[config.mk]
export PLATFORM = sky130hd
export DESIGN_NAME = first_fit_bitmap_allocator_flat
export DESIGN_NICKNAME = d
export VERILOG_FILES = /design/src/hw/rtl/ffba_pkg.sv /design/src/hw/rtl/ffba_if.sv /design/src/hw/rtl/ffba_ram.sv /design/src/hw/rtl/first_fit_bitmap_allocator.sv /design/src/flat_wrapper.sv
export SDC_FILE = /design/constraint.sdc
export NUM_CORES = 2
export LEC_CHECK = 0
export BUFFER_PORTS_ARGS = -buffer_cell sky130_fd_sc_hd__buf_2
export CAP_MARGIN = 20
export CORE_UTILIZATION = 50
export DETAILED_ROUTE_END_ITERATION = 7
export PLACE_DENSITY = 0.76
export SLEW_MARGIN = 20
export SYNTH_ARGS = -nofsm -noshare
export SYNTH_HDL_FRONTEND = slang
export SYNTH_HIERARCHICAL = 1
export SYNTH_SLANG_ARGS = --single-unit
[constraint.sdc]
create_clock -name clk -period 8.5 [get_ports clk]
set_clock_uncertainty 0.2 [all_clocks]
set_input_delay 0.425 -clock clk [delete_from_list [all_inputs] [get_ports clk]]
set_output_delay 0.425 -clock clk [all_outputs]
set_load 0.1 [all_outputs]
[src/hw/rtl/ffba_pkg.sv]
package ffba_pkg;

    localparam int DEF_NUM_LINES = 1024;

    localparam int CAP_W    = 11;
    localparam int LEN_W    = 11;
    localparam int BASE_W   = 10;
    localparam int STATUS_W = 2;

    localparam logic REQ_ALLOC = 1'b0;
    localparam logic REQ_FREE  = 1'b1;

    typedef enum logic [STATUS_W-1:0] {
        ST_OK            = 2'd0,
        ST_NO_SPACE      = 2'd1,
        ST_OUT_OF_BOUNDS = 2'd2
    } status_t;

endpackage

[src/hw/rtl/ffba_if.sv]
interface ffba_req_if
    import ffba_pkg::*;
();
    logic              valid;
    logic              ready;
    logic              req_type;
    logic [LEN_W-1:0]  run_length;
    logic [BASE_W-1:0] free_base;

    modport source (output valid, req_type, run_length, free_base, input ready);
    modport sink   (input valid, req_type, run_length, free_base, output ready);
endinterface

interface ffba_rsp_if
    import ffba_pkg::*;
();
    logic              valid;
    logic              ready;
    status_t           status;
    logic [BASE_W-1:0] alloc_base;

    modport source (output valid, status, alloc_base, input ready);
    modport sink   (input valid, status, alloc_base, output ready);
endinterface

[src/hw/rtl/ffba_ram.sv]
module ffba_ram #(
    parameter int WIDTH = 32,
    parameter int DEPTH = 32,
    localparam int AW   = (DEPTH > 1) ? $clog2(DEPTH) : 1
) (
    input  logic             clk,
    input  logic             we,
    input  logic [AW-1:0]    waddr,
    input  logic [WIDTH-1:0] wdata,
    input  logic [AW-1:0]    raddr,
    output logic [WIDTH-1:0] rdata
);

    logic [WIDTH-1:0] mem [DEPTH];

    always_ff @(posedge clk)
    begin
        if (we)
        begin
            mem[waddr] <= wdata;
        end
        rdata <= mem[raddr];
    end

endmodule

[src/hw/rtl/first_fit_bitmap_allocator.sv]
// Channel   Dir  Transfer when          Payload
// req       in   req.valid & ready     req_type, run_length, free_base
// rsp       out  rsp.valid & ready     status, alloc_base
// apb cfg   in   psel&penable&pwrite   capacity_lines at byte address 0
//
// Bitmap is kept as 32-line words in a RAM; one evaluation unit walks it a word per cycle.
// Allocate: accept in IDLE, scan up to ceil(capacity/32) words (SCAN), set the bits of the run
//   word by word (MARK), then load the result (DONE). Free: accept, clear words (MARK), DONE.
// Zero-length, oversize and out-of-bounds requests go from the accept straight to DONE.
// After reset a clearing pass zeroes all ceil(min(NUM_LINES,2047)/32) words; no req is taken.
// The result waits in an output register; the next request is taken meanwhile, and a
//   finished request holds the sequencer until that register is free.
module first_fit_bitmap_allocator
    import ffba_pkg::*;
#(
    parameter int NUM_LINES = DEF_NUM_LINES
) (
    input  logic        clk,
    input  logic        rst_n,
    input  logic        psel,
    input  logic        penable,
    input  logic        pwrite,
    input  logic [2:0]  paddr,
    input  logic [31:0] pwdata,
    output logic [31:0] prdata,
    output logic        pready,
    ffba_req_if.sink    req,
    ffba_rsp_if.source  rsp
);

    localparam int WORD_W     = 32;
    localparam int OFS_W      = $clog2(WORD_W);
    localparam int WIDX_W     = CAP_W - OFS_W;
    localparam int CAP_MAX    = (1 << CAP_W) - 1;
    localparam int USED_LINES = (NUM_LINES < CAP_MAX) ? NUM_LINES : CAP_MAX;
    localparam int DEPTH      = (USED_LINES + WORD_W - 1) / WORD_W;
    localparam int AW         = (DEPTH > 1) ? $clog2(DEPTH) : 1;
    localparam int ADDR_W     = 3;

    localparam logic [CAP_W-1:0] USED_CAP  = CAP_W'(USED_LINES);
    localparam logic [CAP_W-1:0] CAP_RESET = 11'd1024;
    localparam logic             REG_CAPACITY = 1'b0;

    localparam logic [2:0] S_CLEAR = 3'd0;
    localparam logic [2:0] S_IDLE  = 3'd1;
    localparam logic [2:0] S_SCAN  = 3'd2;
    localparam logic [2:0] S_MARK  = 3'd3;
    localparam logic [2:0] S_DONE  = 3'd4;

    // count of free lines from bit 0 upward
    function automatic logic [OFS_W:0] head_ones(logic [WORD_W-1:0] v);
        logic [OFS_W:0] n;
        n = (OFS_W+1)'(WORD_W);
        for (int i = WORD_W - 1; i >= 0; i--)
        begin
            if (!v[i])
            begin
                n = (OFS_W+1)'(i);
            end
        end
        return n;
    endfunction

    // count of free lines from the top bit downward
    function automatic logic [OFS_W:0] tail_ones(logic [WORD_W-1:0] v);
        logic [OFS_W:0] n;
        n = (OFS_W+1)'(WORD_W);
        for (int i = 0; i < WORD_W; i++)
        begin
            if (!v[i])
            begin
                n = (OFS_W+1)'(WORD_W - 1 - i);
            end
        end
        return n;
    endfunction

    function automatic logic [OFS_W-1:0] lowest_one(logic [WORD_W-1:0] v);
        logic [OFS_W-1:0] p;
        p = '0;
        for (int i = WORD_W - 1; i >= 0; i--)
        begin
            if (v[i])
            begin
                p = OFS_W'(i);
            end
        end
        return p;
    endfunction

    // bit i set where lines i .. i+l-1 of the word are all free; windows are
    // built by prepending power-of-two blocks, so every shift is a constant
    function automatic logic [WORD_W-1:0] fit_windows(logic [WORD_W-1:0] f,
                                                      logic [OFS_W-1:0] l);
        logic [2*WORD_W-1:0] g;
        logic [2*WORD_W-1:0] acc;
        g   = {{WORD_W{1'b0}}, f};
        acc = '1;
        for (int k = 0; k < OFS_W; k++)
        begin
            if (l[k])
            begin
                acc = g & (acc >> (1 << k));
            end
            g = g & (g >> (1 << k));
        end
        return acc[WORD_W-1:0];
    endfunction

    // lines of word w that lie below line lim
    function automatic logic [WORD_W-1:0] below_mask(logic [WIDX_W-1:0] w,
                                                     logic [CAP_W-1:0] lim);
        logic [WIDX_W-1:0] lim_w;
        logic [WORD_W-1:0] m;
        lim_w = lim[CAP_W-1:OFS_W];
        if (w < lim_w)
        begin
            m = '1;
        end
        else if (w == lim_w)
        begin
            m = ~({WORD_W{1'b1}} << lim[OFS_W-1:0]);
        end
        else
        begin
            m = '0;
        end
        return m;
    endfunction

    logic [2:0]        state_reg, state_next;
    logic [CAP_W-1:0]  cap_reg;
    logic [AW-1:0]     clr_reg, clr_next;
    logic              out_valid_reg, out_valid_next;

    logic              op_set_reg, op_set_next;
    logic [LEN_W-1:0]  len_reg, len_next;
    logic [CAP_W-1:0]  run_reg, run_next;
    logic [CAP_W-1:0]  start_reg, start_next;
    logic [CAP_W-1:0]  lo_reg, lo_next;
    logic [CAP_W-1:0]  hi_reg, hi_next;
    logic [WIDX_W-1:0] word_reg, word_next;
    status_t           res_status_reg, res_status_next;
    logic [BASE_W-1:0] res_base_reg, res_base_next;
    status_t           out_status_reg, out_status_next;
    logic [BASE_W-1:0] out_base_reg, out_base_next;

    logic              req_fire, rsp_fire, out_load, cfg_write;
    logic [CAP_W-1:0]  cap_eff, cap_m1, hi_m1, word_base, hit_start;
    logic [WIDX_W-1:0] scan_last_word, mark_last_word, rd_word;
    logic [CAP_W:0]    reach, free_end;
    logic [OFS_W:0]    head_free, tail_free;
    logic [OFS_W-1:0]  fit_pos;
    logic [WORD_W-1:0] free_bits, fit_bits, range_bits;
    logic              cross_hit, inside_hit;

    logic              ram_we;
    logic [AW-1:0]     ram_waddr;
    logic [WORD_W-1:0] ram_wdata, ram_rdata;

    ffba_ram #(
        .WIDTH (WORD_W),
        .DEPTH (DEPTH)
    ) u_map (
        .clk   (clk),
        .we    (ram_we),
        .waddr (ram_waddr),
        .wdata (ram_wdata),
        .raddr (rd_word[AW-1:0]),
        .rdata (ram_rdata)
    );

    assign pready    = 1'b1;
    assign cfg_write = psel && penable && pwrite
                       && (paddr[ADDR_W-1:2] == REG_CAPACITY);
    assign prdata    = (paddr[ADDR_W-1:2] == REG_CAPACITY) ? 32'(cap_reg) : '0;

    assign req.ready  = (state_reg == S_IDLE);
    assign req_fire   = req.valid && req.ready;
    assign rsp.valid  = out_valid_reg;
    assign rsp.status = out_status_reg;
    assign rsp.alloc_base = out_base_reg;
    assign rsp_fire   = rsp.valid && rsp.ready;
    assign out_load   = (state_reg == S_DONE) && (!out_valid_reg || rsp.ready);

    assign cap_eff  = (cap_reg > USED_CAP) ? USED_CAP : cap_reg;
    assign cap_m1   = cap_eff - 1'b1;
    assign hi_m1    = hi_reg - 1'b1;
    assign scan_last_word = cap_m1[CAP_W-1:OFS_W];
    assign mark_last_word = hi_m1[CAP_W-1:OFS_W];
    assign free_end = (CAP_W+1)'(req.free_base) + (CAP_W+1)'(req.run_length);

    // word evaluation unit; lines at or above capacity count as occupied
    assign word_base  = {word_reg, {OFS_W{1'b0}}};
    assign free_bits  = ~ram_rdata & below_mask(word_reg, cap_eff);
    assign head_free  = head_ones(free_bits);
    assign tail_free  = tail_ones(free_bits);
    assign fit_bits   = fit_windows(free_bits, len_reg[OFS_W-1:0]);
    assign fit_pos    = lowest_one(fit_bits);
    assign reach      = {1'b0, run_reg} + (CAP_W+1)'(head_free);
    assign cross_hit  = reach >= (CAP_W+1)'(len_reg);
    assign inside_hit = (len_reg < LEN_W'(WORD_W)) && (|fit_bits);
    assign hit_start  = cross_hit ? ((run_reg == '0) ? word_base : start_reg)
                                  : word_base + CAP_W'(fit_pos);

    assign range_bits = below_mask(word_reg, hi_reg) & ~below_mask(word_reg, lo_reg);

    always_comb
    begin
        state_next      = state_reg;
        clr_next        = clr_reg;
        op_set_next     = op_set_reg;
        len_next        = len_reg;
        run_next        = run_reg;
        start_next      = start_reg;
        lo_next         = lo_reg;
        hi_next         = hi_reg;
        word_next       = word_reg;
        res_status_next = res_status_reg;
        res_base_next   = res_base_reg;
        rd_word         = word_reg;
        ram_we          = 1'b0;
        ram_waddr       = word_reg[AW-1:0];
        ram_wdata       = '0;

        unique case (state_reg)
            S_CLEAR:
            begin
                ram_we    = 1'b1;
                ram_waddr = clr_reg;
                if (clr_reg == AW'(DEPTH - 1))
                begin
                    state_next = S_IDLE;
                end
                else
                begin
                    clr_next = clr_reg + 1'b1;
                end
            end

            S_IDLE:
            begin
                // prefetch the first word the request will touch
                rd_word = (req.req_type == REQ_FREE)
                          ? WIDX_W'(req.free_base[BASE_W-1:OFS_W]) : '0;
                if (req_fire)
                begin
                    len_next      = req.run_length;
                    op_set_next   = (req.req_type == REQ_ALLOC);
                    res_base_next = '0;
                    if (req.req_type == REQ_ALLOC)
                    begin
                        if ((req.run_length == '0) || (req.run_length > cap_eff))
                        begin
                            res_status_next = ST_NO_SPACE;
                            state_next      = S_DONE;
                        end
                        else
                        begin
                            run_next   = '0;
                            start_next = '0;
                            word_next  = '0;
                            state_next = S_SCAN;
                        end
                    end
                    else
                    begin
                        if (free_end > {1'b0, cap_eff})
                        begin
                            res_status_next = ST_OUT_OF_BOUNDS;
                            state_next      = S_DONE;
                        end
                        else if (req.run_length == '0)
                        begin
                            res_status_next = ST_OK;
                            state_next      = S_DONE;
                        end
                        else
                        begin
                            lo_next         = CAP_W'(req.free_base);
                            hi_next         = free_end[CAP_W-1:0];
                            word_next       = WIDX_W'(req.free_base[BASE_W-1:OFS_W]);
                            res_status_next = ST_OK;
                            state_next      = S_MARK;
                        end
                    end
                end
            end

            S_SCAN:
            begin
                if (cross_hit || inside_hit)
                begin
                    lo_next         = hit_start;
                    hi_next         = hit_start + len_reg;
                    word_next       = hit_start[CAP_W-1:OFS_W];
                    rd_word         = hit_start[CAP_W-1:OFS_W];
                    res_status_next = ST_OK;
                    res_base_next   = hit_start[BASE_W-1:0];
                    state_next      = S_MARK;
                end
                else if (word_reg == scan_last_word)
                begin
                    res_status_next = ST_NO_SPACE;
                    res_base_next   = '0;
                    state_next      = S_DONE;
                end
                else
                begin
                    word_next = word_reg + 1'b1;
                    rd_word   = word_reg + 1'b1;
                    if (&free_bits)
                    begin
                        run_next = run_reg + CAP_W'(WORD_W);
                        if (run_reg == '0)
                        begin
                            start_next = word_base;
                        end
                    end
                    else
                    begin
                        // run carried out of this word starts after its top occupied line
                        run_next   = CAP_W'(tail_free);
                        start_next = word_base + CAP_W'(WORD_W) - CAP_W'(tail_free);
                    end
                end
            end

            S_MARK:
            begin
                ram_we    = 1'b1;
                ram_wdata = op_set_reg ? (ram_rdata | range_bits)
                                       : (ram_rdata & ~range_bits);
                if (word_reg == mark_last_word)
                begin
                    state_next = S_DONE;
                end
                else
                begin
                    word_next = word_reg + 1'b1;
                    rd_word   = word_reg + 1'b1;
                end
            end

            S_DONE:
            begin
                if (out_load)
                begin
                    state_next = S_IDLE;
                end
            end

            default:
            begin
                state_next = S_IDLE;
            end
        endcase
    end

    always_comb
    begin
        out_valid_next  = out_valid_reg;
        out_status_next = out_status_reg;
        out_base_next   = out_base_reg;
        if (rsp_fire)
        begin
            out_valid_next = 1'b0;
        end
        if (out_load)
        begin
            out_valid_next  = 1'b1;
            out_status_next = res_status_reg;
            out_base_next   = res_base_reg;
        end
    end

    always_ff @(posedge clk or negedge rst_n)
    begin
        if (!rst_n)
        begin
            state_reg     <= S_CLEAR;
            clr_reg       <= '0;
            out_valid_reg <= 1'b0;
            cap_reg       <= CAP_RESET;
        end
        else
        begin
            state_reg     <= state_next;
            clr_reg       <= clr_next;
            out_valid_reg <= out_valid_next;
            if (cfg_write)
            begin
                cap_reg <= pwdata[CAP_W-1:0];
            end
        end
    end

    always_ff @(posedge clk)
    begin
        op_set_reg     <= op_set_next;
        len_reg        <= len_next;
        run_reg        <= run_next;
        start_reg      <= start_next;
        lo_reg         <= lo_next;
        hi_reg         <= hi_next;
        word_reg       <= word_next;
        res_status_reg <= res_status_next;
        res_base_reg   <= res_base_next;
        out_status_reg <= out_status_next;
        out_base_reg   <= out_base_next;
    end

    a_no_write_when_quiet: assert property (@(posedge clk) disable iff (!rst_n)
        ((state_reg == S_IDLE) || (state_reg == S_DONE)) |-> !ram_we)
        else $error("bitmap written outside clear or mark");

    a_busy_after_accept: assert property (@(posedge clk) disable iff (!rst_n)
        req_fire |=> (state_reg != S_IDLE))
        else $error("sequencer idle right after a request transfer");

    a_result_from_done: assert property (@(posedge clk) disable iff (!rst_n)
        $rose(rsp.valid) |-> $past(state_reg == S_DONE))
        else $error("result raised without a finished request");

endmodule

[src/flat_wrapper.sv]
// flat-port wrapper written by rule: the top's interface ports become plain ports
module first_fit_bitmap_allocator_flat import ffba_pkg::*;
#(
    parameter int NUM_LINES = DEF_NUM_LINES
)
  (clk, rst_n, psel, penable, pwrite, paddr, pwdata, prdata, pready, req_valid, req_req_type, req_run_length, req_free_base, req_ready, rsp_valid, rsp_status, rsp_alloc_base, rsp_ready);
  ffba_req_if req_i ();
  ffba_rsp_if rsp_i ();
  input  logic clk;
  input  logic rst_n;
  input  logic psel;
  input  logic penable;
  input  logic pwrite;
  input  logic [2:0] paddr;
  input  logic [31:0] pwdata;
  output logic [31:0] prdata;
  output logic pready;
  input wire logic [$bits(req_i.valid)-1:0] req_valid;
  input wire logic [$bits(req_i.req_type)-1:0] req_req_type;
  input wire logic [$bits(req_i.run_length)-1:0] req_run_length;
  input wire logic [$bits(req_i.free_base)-1:0] req_free_base;
  output wire logic [$bits(req_i.ready)-1:0] req_ready;
  output wire logic [$bits(rsp_i.valid)-1:0] rsp_valid;
  output wire logic [$bits(rsp_i.status)-1:0] rsp_status;
  output wire logic [$bits(rsp_i.alloc_base)-1:0] rsp_alloc_base;
  input wire logic [$bits(rsp_i.ready)-1:0] rsp_ready;
  assign req_i.valid = req_valid;
  assign req_i.req_type = req_req_type;
  assign req_i.run_length = req_run_length;
  assign req_i.free_base = req_free_base;
  assign req_ready = req_i.ready;
  assign rsp_valid = rsp_i.valid;
  assign rsp_status = rsp_i.status;
  assign rsp_alloc_base = rsp_i.alloc_base;
  assign rsp_i.ready = rsp_ready;
  first_fit_bitmap_allocator #(.NUM_LINES(NUM_LINES)) u_core (.clk(clk), .rst_n(rst_n), .psel(psel), .penable(penable), .pwrite(pwrite), .paddr(paddr), .pwdata(pwdata), .prdata(prdata), .pready(pready), .req(req_i), .rsp(rsp_i));
endmodule
Yosys cells after proc, flatten, opt, wreduce, memory -nomap -nowiden
Memories as Yosys holds them, arrays and structs flattened. A register that Yosys moved wholly into a read port is not among the register bits.
Index checks and enable logic that the tools add are counted.
Operators by class
  add/sub/neg operators: 11
  magnitude comparators: 8
  equality and inequality tests: 27
  shift operators: 3
  muxes and demuxes: 175
  bitwise logic cells: 21
  reduce and logical (&&, ||, !) cells: 28
Operator list (number)
  $mux W6: 72
  $mux W32: 9
  $mux W11: 23
  $not A32 Y32: 6
  $mux W5: 34
  $and A32 B32 Y32: 5
  $and A48 B48 Y48: 2
  $shl A32 B5 Y32 const A: 3
  $pmux W11 S2: 4
  $mux W62: 1
  $and A32 B60 Y60: 1
  $mux W60: 1
  $and A32 B56 Y56: 1
  $mux W56: 1
  $mux W48: 1
  $and A32 B30 Y32: 1
  $and A32 B31 Y32: 1
  $or A32 B32 Y32: 1
  $reduce_and A32 Y1: 1
  $reduce_or A32 Y1: 1
  $eq A6 B6 Y1: 5
  $mux W10: 3
  $mux W3: 10
  $add A11 B6 Y11 const B: 2
  other kinds (43): 84
Word-level totals
  flip-flop bits (word level): 106
  memory bits (writable): 1024
  bits of input ports: 64
  output and inout bits: 47
  word-level logic and storage cells: 289
  memories: 1
Memories
  u_core.u_map.mem: words 32, width 32, rd ports 1, clocked after Yosys merged registers in 1, wr ports 1, line ffba_ram.sv:14  | logic [WIDTH-1:0] mem [DEPTH];

Longest topological paths before layout
  word-level depth: 53
  gate-level depth with buffers: 53
  depth with buffers taken out: 47

Modules after synthesis
The synthesis kept the hierarchy.
By module, submodules not included
  ffba_ram: instances 1, cells an instance 2260, area each 40492.6 um^2, seq. area each 31390.1 um^2
  first_fit_bitmap_allocator: instances 1, cells an instance 1909, area each 14403.8 um^2, seq. area each 3084.2 um^2

Least setup slack after synthesis
OpenSTA, ideal clock, no wires.
  path kind: register to register
  start: register u_core.cap_reg[10]
  end: register u_core.hi_reg[10], data pin
  arrival time: 8.836 ns
  data required time: 8.032 ns
  path slack: -0.804 ns
  cell stages (with the launch flop): 51
  clock period less this slack: 9.304 ns
  cells stage by stage: dfstp_2 -> buf_2 -> clkbuf_1 -> clkinv_1 -> nand2_1 -> ha_1 -> a21oi_1 -> o21a_1 -> buf_2 -> buf_1 -> nand2_1 -> clkbuf_1 -> nor3_1 -> o21ai_0 -> a21o_1 -> a21oi_1 -> o21ai_0 -> a21oi_1 -> [15 not listed] -> nand4_1 -> a2111oi_2 -> nand2_1 -> o31a_1 -> inv_1 -> ha_1 -> a21oi_1 -> nor2_1 -> nor2_1 -> o21bai_1 -> a21oi_1 -> o21bai_1 -> a21oi_1 -> o21bai_1 -> a21oi_1 -> xnor2_1 -> xnor2_1 -> o21ai_0
Between the ends
  word-level cells in the longest chain between the ends: 50
  elaborated cells on any way between the ends: 93
  those cells by class: add/sub: 3; order compare: 3; eq/ne: 1; shift: 1; mux: 75; bitwise: 10
Ends and longest elaborated chain
  from (decl): line first_fit_bitmap_allocator.sv:132  | logic [CAP_W-1:0] cap_reg;
  from (signal assigned): line first_fit_bitmap_allocator.sv:393  | cap_reg <= pwdata[CAP_W-1:0];
  $gt A11 B11 Y1: line first_fit_bitmap_allocator.sv:186  | assign cap_eff = (cap_reg > USED_CAP) ? USED_CAP : cap_reg;
  $mux W11 *: line first_fit_bitmap_allocator.sv:186
  $shl A32 B5 Y32: line first_fit_bitmap_allocator.sv:122  | m = ~({WORD_W{1'b1}} << lim[OFS_W-1:0]);
  $not A32 Y32: line first_fit_bitmap_allocator.sv:122
  $mux W32: line first_fit_bitmap_allocator.sv:120  | else if (w == lim_w)
  $mux W32 *: line first_fit_bitmap_allocator.sv:116  | if (w < lim_w)
  $and A32 B32 Y32 *: line first_fit_bitmap_allocator.sv:195  | assign free_bits = ~ram_rdata & below_mask(word_reg, cap_eff);
  $and A32 B31 Y32: line first_fit_bitmap_allocator.sv:105  | g = g & (g >> (1 << k));
  [5 not listed]
  $mux W5 (32 in series): line first_fit_bitmap_allocator.sv:83  | if (v[i])
  $add A11 B5 Y11: line first_fit_bitmap_allocator.sv:204  | : word_base + CAP_W'(fit_pos);
  $mux W11 *: line first_fit_bitmap_allocator.sv:203  | assign hit_start = cross_hit ? ((run_reg == '0) ? word_base : start_reg)
  via u_core.hit_start[2]: line first_fit_bitmap_allocator.sv:149  | logic [CAP_W-1:0] cap_eff, cap_m1, hi_m1, word_base, hit_start;
  $add A11 B11 Y11 *: line first_fit_bitmap_allocator.sv:295  | hi_next = hit_start + len_reg;
  $mux W11 *: line first_fit_bitmap_allocator.sv:292  | if (cross_hit || inside_hit)
  $pmux W11 S2 *: line first_fit_bitmap_allocator.sv:226  | unique case (state_reg)
  via u_core.hi_next[10]: line first_fit_bitmap_allocator.sv:141  | logic [CAP_W-1:0] hi_reg, hi_next;
  to (signal assigned): line first_fit_bitmap_allocator.sv:405  | hi_reg <= hi_next;
  to (decl): line first_fit_bitmap_allocator.sv:141
The timed path passes the listed nets; every way through them passes the cells marked *. The select of a mux whose other input is x is not followed.
A chain may end at the register's enable or synchronous reset.

Worst setup path after layout
  start: register u_core.cap_reg[10]
  end: register u_core.u_map.rdata[11], read port of u_core.u_map.mem
Between the ends
  word-level cells in the longest chain between the ends: 49
  elaborated cells on any way between the ends: 98
  those cells by class: add/sub: 3; order compare: 3; eq/ne: 2; shift: 1; mux: 76; bitwise: 10; reduce/logical: 3
Ends and longest elaborated chain
  $gt A11 B11 Y1: line first_fit_bitmap_allocator.sv:186
  $mux W11 *: line first_fit_bitmap_allocator.sv:186
  $shl A32 B5 Y32: line first_fit_bitmap_allocator.sv:122
  $not A32 Y32: line first_fit_bitmap_allocator.sv:122
  $mux W32: line first_fit_bitmap_allocator.sv:120
  $mux W32: line first_fit_bitmap_allocator.sv:116
  $and A32 B32 Y32: line first_fit_bitmap_allocator.sv:195
  $and A32 B31 Y32: line first_fit_bitmap_allocator.sv:105
  [3 not listed]
  $mux W48 or $and A32 B32 Y32 (tied branches): line first_fit_bitmap_allocator.sv:101, first_fit_bitmap_allocator.sv:103
  $mux W32: line first_fit_bitmap_allocator.sv:101  | if (l[k])
  $mux W5 (32 in series): line first_fit_bitmap_allocator.sv:83
  $add A11 B5 Y11: line first_fit_bitmap_allocator.sv:204
  $mux W11: line first_fit_bitmap_allocator.sv:203
  $mux W6 *
  $pmux W5 S3 *: line first_fit_bitmap_allocator.sv:226
  via u_core.rd_word[0]: line first_fit_bitmap_allocator.sv:150  | logic [WIDX_W-1:0] scan_last_word, mark_last_word, rd_word;
  to (decl): line ffba_ram.sv:11  | output logic [WIDTH-1:0] rdata
The timed path passes the listed nets; every way through them passes the cells marked *.

==> results_dict.tcl <==
set metrics [dict create \
    outcome "complete, but fails checks" \
    violations "DRC, setup timing" \
    avgSynthCellArea_um2 13.2 \
    start_kind "register" \
    cp.required_ps 8850 \
    h-tree-depth 3 \
    fp.dieW_um 333 \
    hold_path.class "primary input to register" \
    finalHoldViolCount 0 \
    whs_ps 61.1 \
    wire_per_inst_um 30.1 \
    portBuffers 65 \
    slowest_stage "dfstp_2" \
    core-area_um2 109000 \
    synthCells 4169 \
    finalMaxSlewViolations 0 \
    fin_crit_sh 1.02 \
    antenna_cells 0 \
    drt-initial-drc-count 5604 \
    grt_pass1_vias 38950 \
    rsz0062_at_grt "true" \
    cp_top_family "compound AO/OA/AOI/OAI gates" \
    place_worst_setup_slack_ps -708 \
    ys_seq_elements 1162 \
    fill_cells 7844 \
    finalSetupViolCount 33 \
    worst_pin_slew_ps 1110 \
    rows 121 \
    max_slew_margin 0.256 \
    cts_tree "done" \
    drt-pass1-iter-count 8 \
    fmax_mhz 115 \
    cap_violations 0 \
    netlist_area_um2 54900 \
    antenna_found_initial 1 \
    path_buf_inv 13 \
    drc 6 \
    final_layout_size_suffix_gt1_frac 0.242 \
    synth_edf_count 1110 \
    dieArea_um2 111000 \
    vias_per_cell 6.59 \
    period_needed_ps 8680 \
    vias 41317 \
    overflow 0 \
    cts_buffers 115 \
    io_pins 111 \
    path_clk_slew_ps 60 \
    cts_sinks 1162 \
    grt_usage 0.313 \
    nNetsFinal 4924 \
    finalWeightedCongestion 1.04 \
    crit_path_end_kind "register" \
    yosys_warnings 6 \
    reg.largest.list "u_core/u_map/mem: 1024 flops, u_core/u_map/rdata: 32 flops" \
    fin_cells 6274 \
    async_reset_ff_frac 0.0172 \
    synth_cell_types 104 \
    arrival_ps 9030 \
    critical-path-max-stage-delay_ps 610 \
    worst_slack_ps -185 \
    clockRootBuffer "clkbuf_16" \
    ys.flop_type "edfxtp_1" \
    critical_path_class "register to register" \
    dp_hpwl_um 113000 \
    largest_register "u_core/u_map/mem" \
    grt_pass1_wl_um 256000 \
    largest_reg_flops 1024 \
    critPathMaxFanout 7 \
    synth_seq_area_share 0.628 \
    grt_max_degree 53 \
    dp_cells 5880 \
    routed_wl_um 189000 \
    route.antenna.remaining_nets 0 \
    fp.dieH_um 333 \
    start_util 0.504 \
    clock_path_buffers 3 \
    insertion_delay_ps 740 \
    syn2layout_area_growth_pct 23.0 \
]
metal layers:
layer,vias to the layer above,track usage,wire length [um]
li1,17428,-,-
met5,-,0,11
met3,719,0.0484,18600
met1,20489,0.396,68200
met2,2679,0.520,88600
met4,2,0.169,13600
final timing paths:
path,start,to,slack [ps],depth (start not counted)
max,u_core/cap_reg[10],u_core/u_map/rdata[11],-180,49
min,req_free_base[5],u_core/lo_reg[5],60,2
max reg2reg,u_core/cap_reg[10],u_core/u_map/rdata[11],-180,49
min reg2reg,u_core/res_base_reg[2],u_core/rsp.alloc_base[2],220,0
max in group asynchronous,rst_n,u_core/cap_reg[8],7550,2
min in group asynchronous,rst_n,u_core/clr_reg[2],80,2
cell usage after synthesis, types with 25 or more instances:
cell / number / share of area
edfxtp_1: 1110 / 0.61
mux2i_1: 554 / 0.10
nand2_1: 267 / 0.018
nor2_1: 252 / 0.017
a21oi_1: 217 / 0.020
nand3_1: 161 / 0.015
clkbuf_1: 129 / 0.0088
a22oi_1: 112 / 0.015
nor3_1: 99 / 0.0090
inv_1: 94 / 0.0064
ha_1: 91 / 0.021
o21ai_0: 84 / 0.0077
a31oi_1: 69 / 0.0079
a22o_1: 68 / 0.011
buf_4: 58 / 0.0079
buf_2: 45 / 0.0041
xnor2_1: 42 / 0.0067
nand4_1: 36 / 0.0041
dfxtp_1: 32 / 0.012
nor4_1: 32 / 0.0036
a21o_1: 30 / 0.0041
o211ai_1: 30 / 0.0041
a211oi_1: 27 / 0.0037
and3_1: 25 / 0.0028
cell usage in the layout (no fill, tap or decap), types with 30 or more instances in the layout:
| cell | n |
|---|---|
| a22oi_1 | 99 |
| o21ai_0 | 78 |
| a31oi_1 | 50 |
| inv_1 | 92 |
| buf_2 | 65 |
| xnor2_1 | 38 |
| dfxtp_1 | 32 |
| nand2_1 | 253 |
| nor3_1 | 67 |
| buf_4 | 482 |
| clkbuf_16 | 140 |
| ha_1 | 85 |
| a21oi_1 | 184 |
| nor3_2 | 30 |
| a22o_1 | 67 |
| mux2i_1 | 530 |
| o211ai_1 | 30 |
| a21oi_2 | 32 |
| nor2_1 | 200 |
| a21o_1 | 30 |
| buf_6 | 44 |
| nor2_4 | 41 |
| clkbuf_1 | 33 |
| nand4_1 | 36 |
| nand3_1 | 153 |
| buf_12 | 60 |
| edfxtp_1 | 1110 |
| nor4_1 | 31 |
cell families (layout without fill, tap and decap cells):
kind of cell,Yosys count,in the layout,share of synthesized area
mux,569,569,0.104
flops,1162,1162,0.628
simple gates,1028,1028,0.0903
fa+ha+maj,95,95,0.0220
xor+xnor,53,53,0.00846
buf+inv,369,1040,0.0331
other cells,2,22,0.000137
compound gates,891,891,0.114
through the flow:
stage               instance area (um2)  TNS, ps  utilization
floorplan                         55000        0            -
global placement                  60200   -15870        0.553
detailed placement                60200   -18540        0.553
CTS                               65000    -4690        0.597
global route                      67500   -16110        0.620
finish                            67500    -2770        0.620
layout make-up:
| cell class | instances | area (um2) | share of cell area |
|---|---|---|---|
| clock buffer | 154 | 3080 | 0.0457 |
| clock inverter | 57 | 671 | 0.00993 |
| inverter | 99 | 379 | 0.00562 |
| multi-input combinational | 2658 | 20100 | 0.297 |
| sequential | 1162 | 34500 | 0.511 |
| tap | 1414 | 1770 | 0.0262 |
| timing repair buffer | 730 | 7070 | 0.105 |
timing repair:
action,4_1_cts,5_1_grt
endpoints found under the hold margin,49,0
pin swaps,77,142
hold buffers,29,0
endpoints found under the setup margin,39,40
resized for setup,91,224
buffers inserted,37,93
cloned,3,27
Power is not shown: default switching activity piles up to over one toggle a cycle in this logic, so the estimate is an artifact.
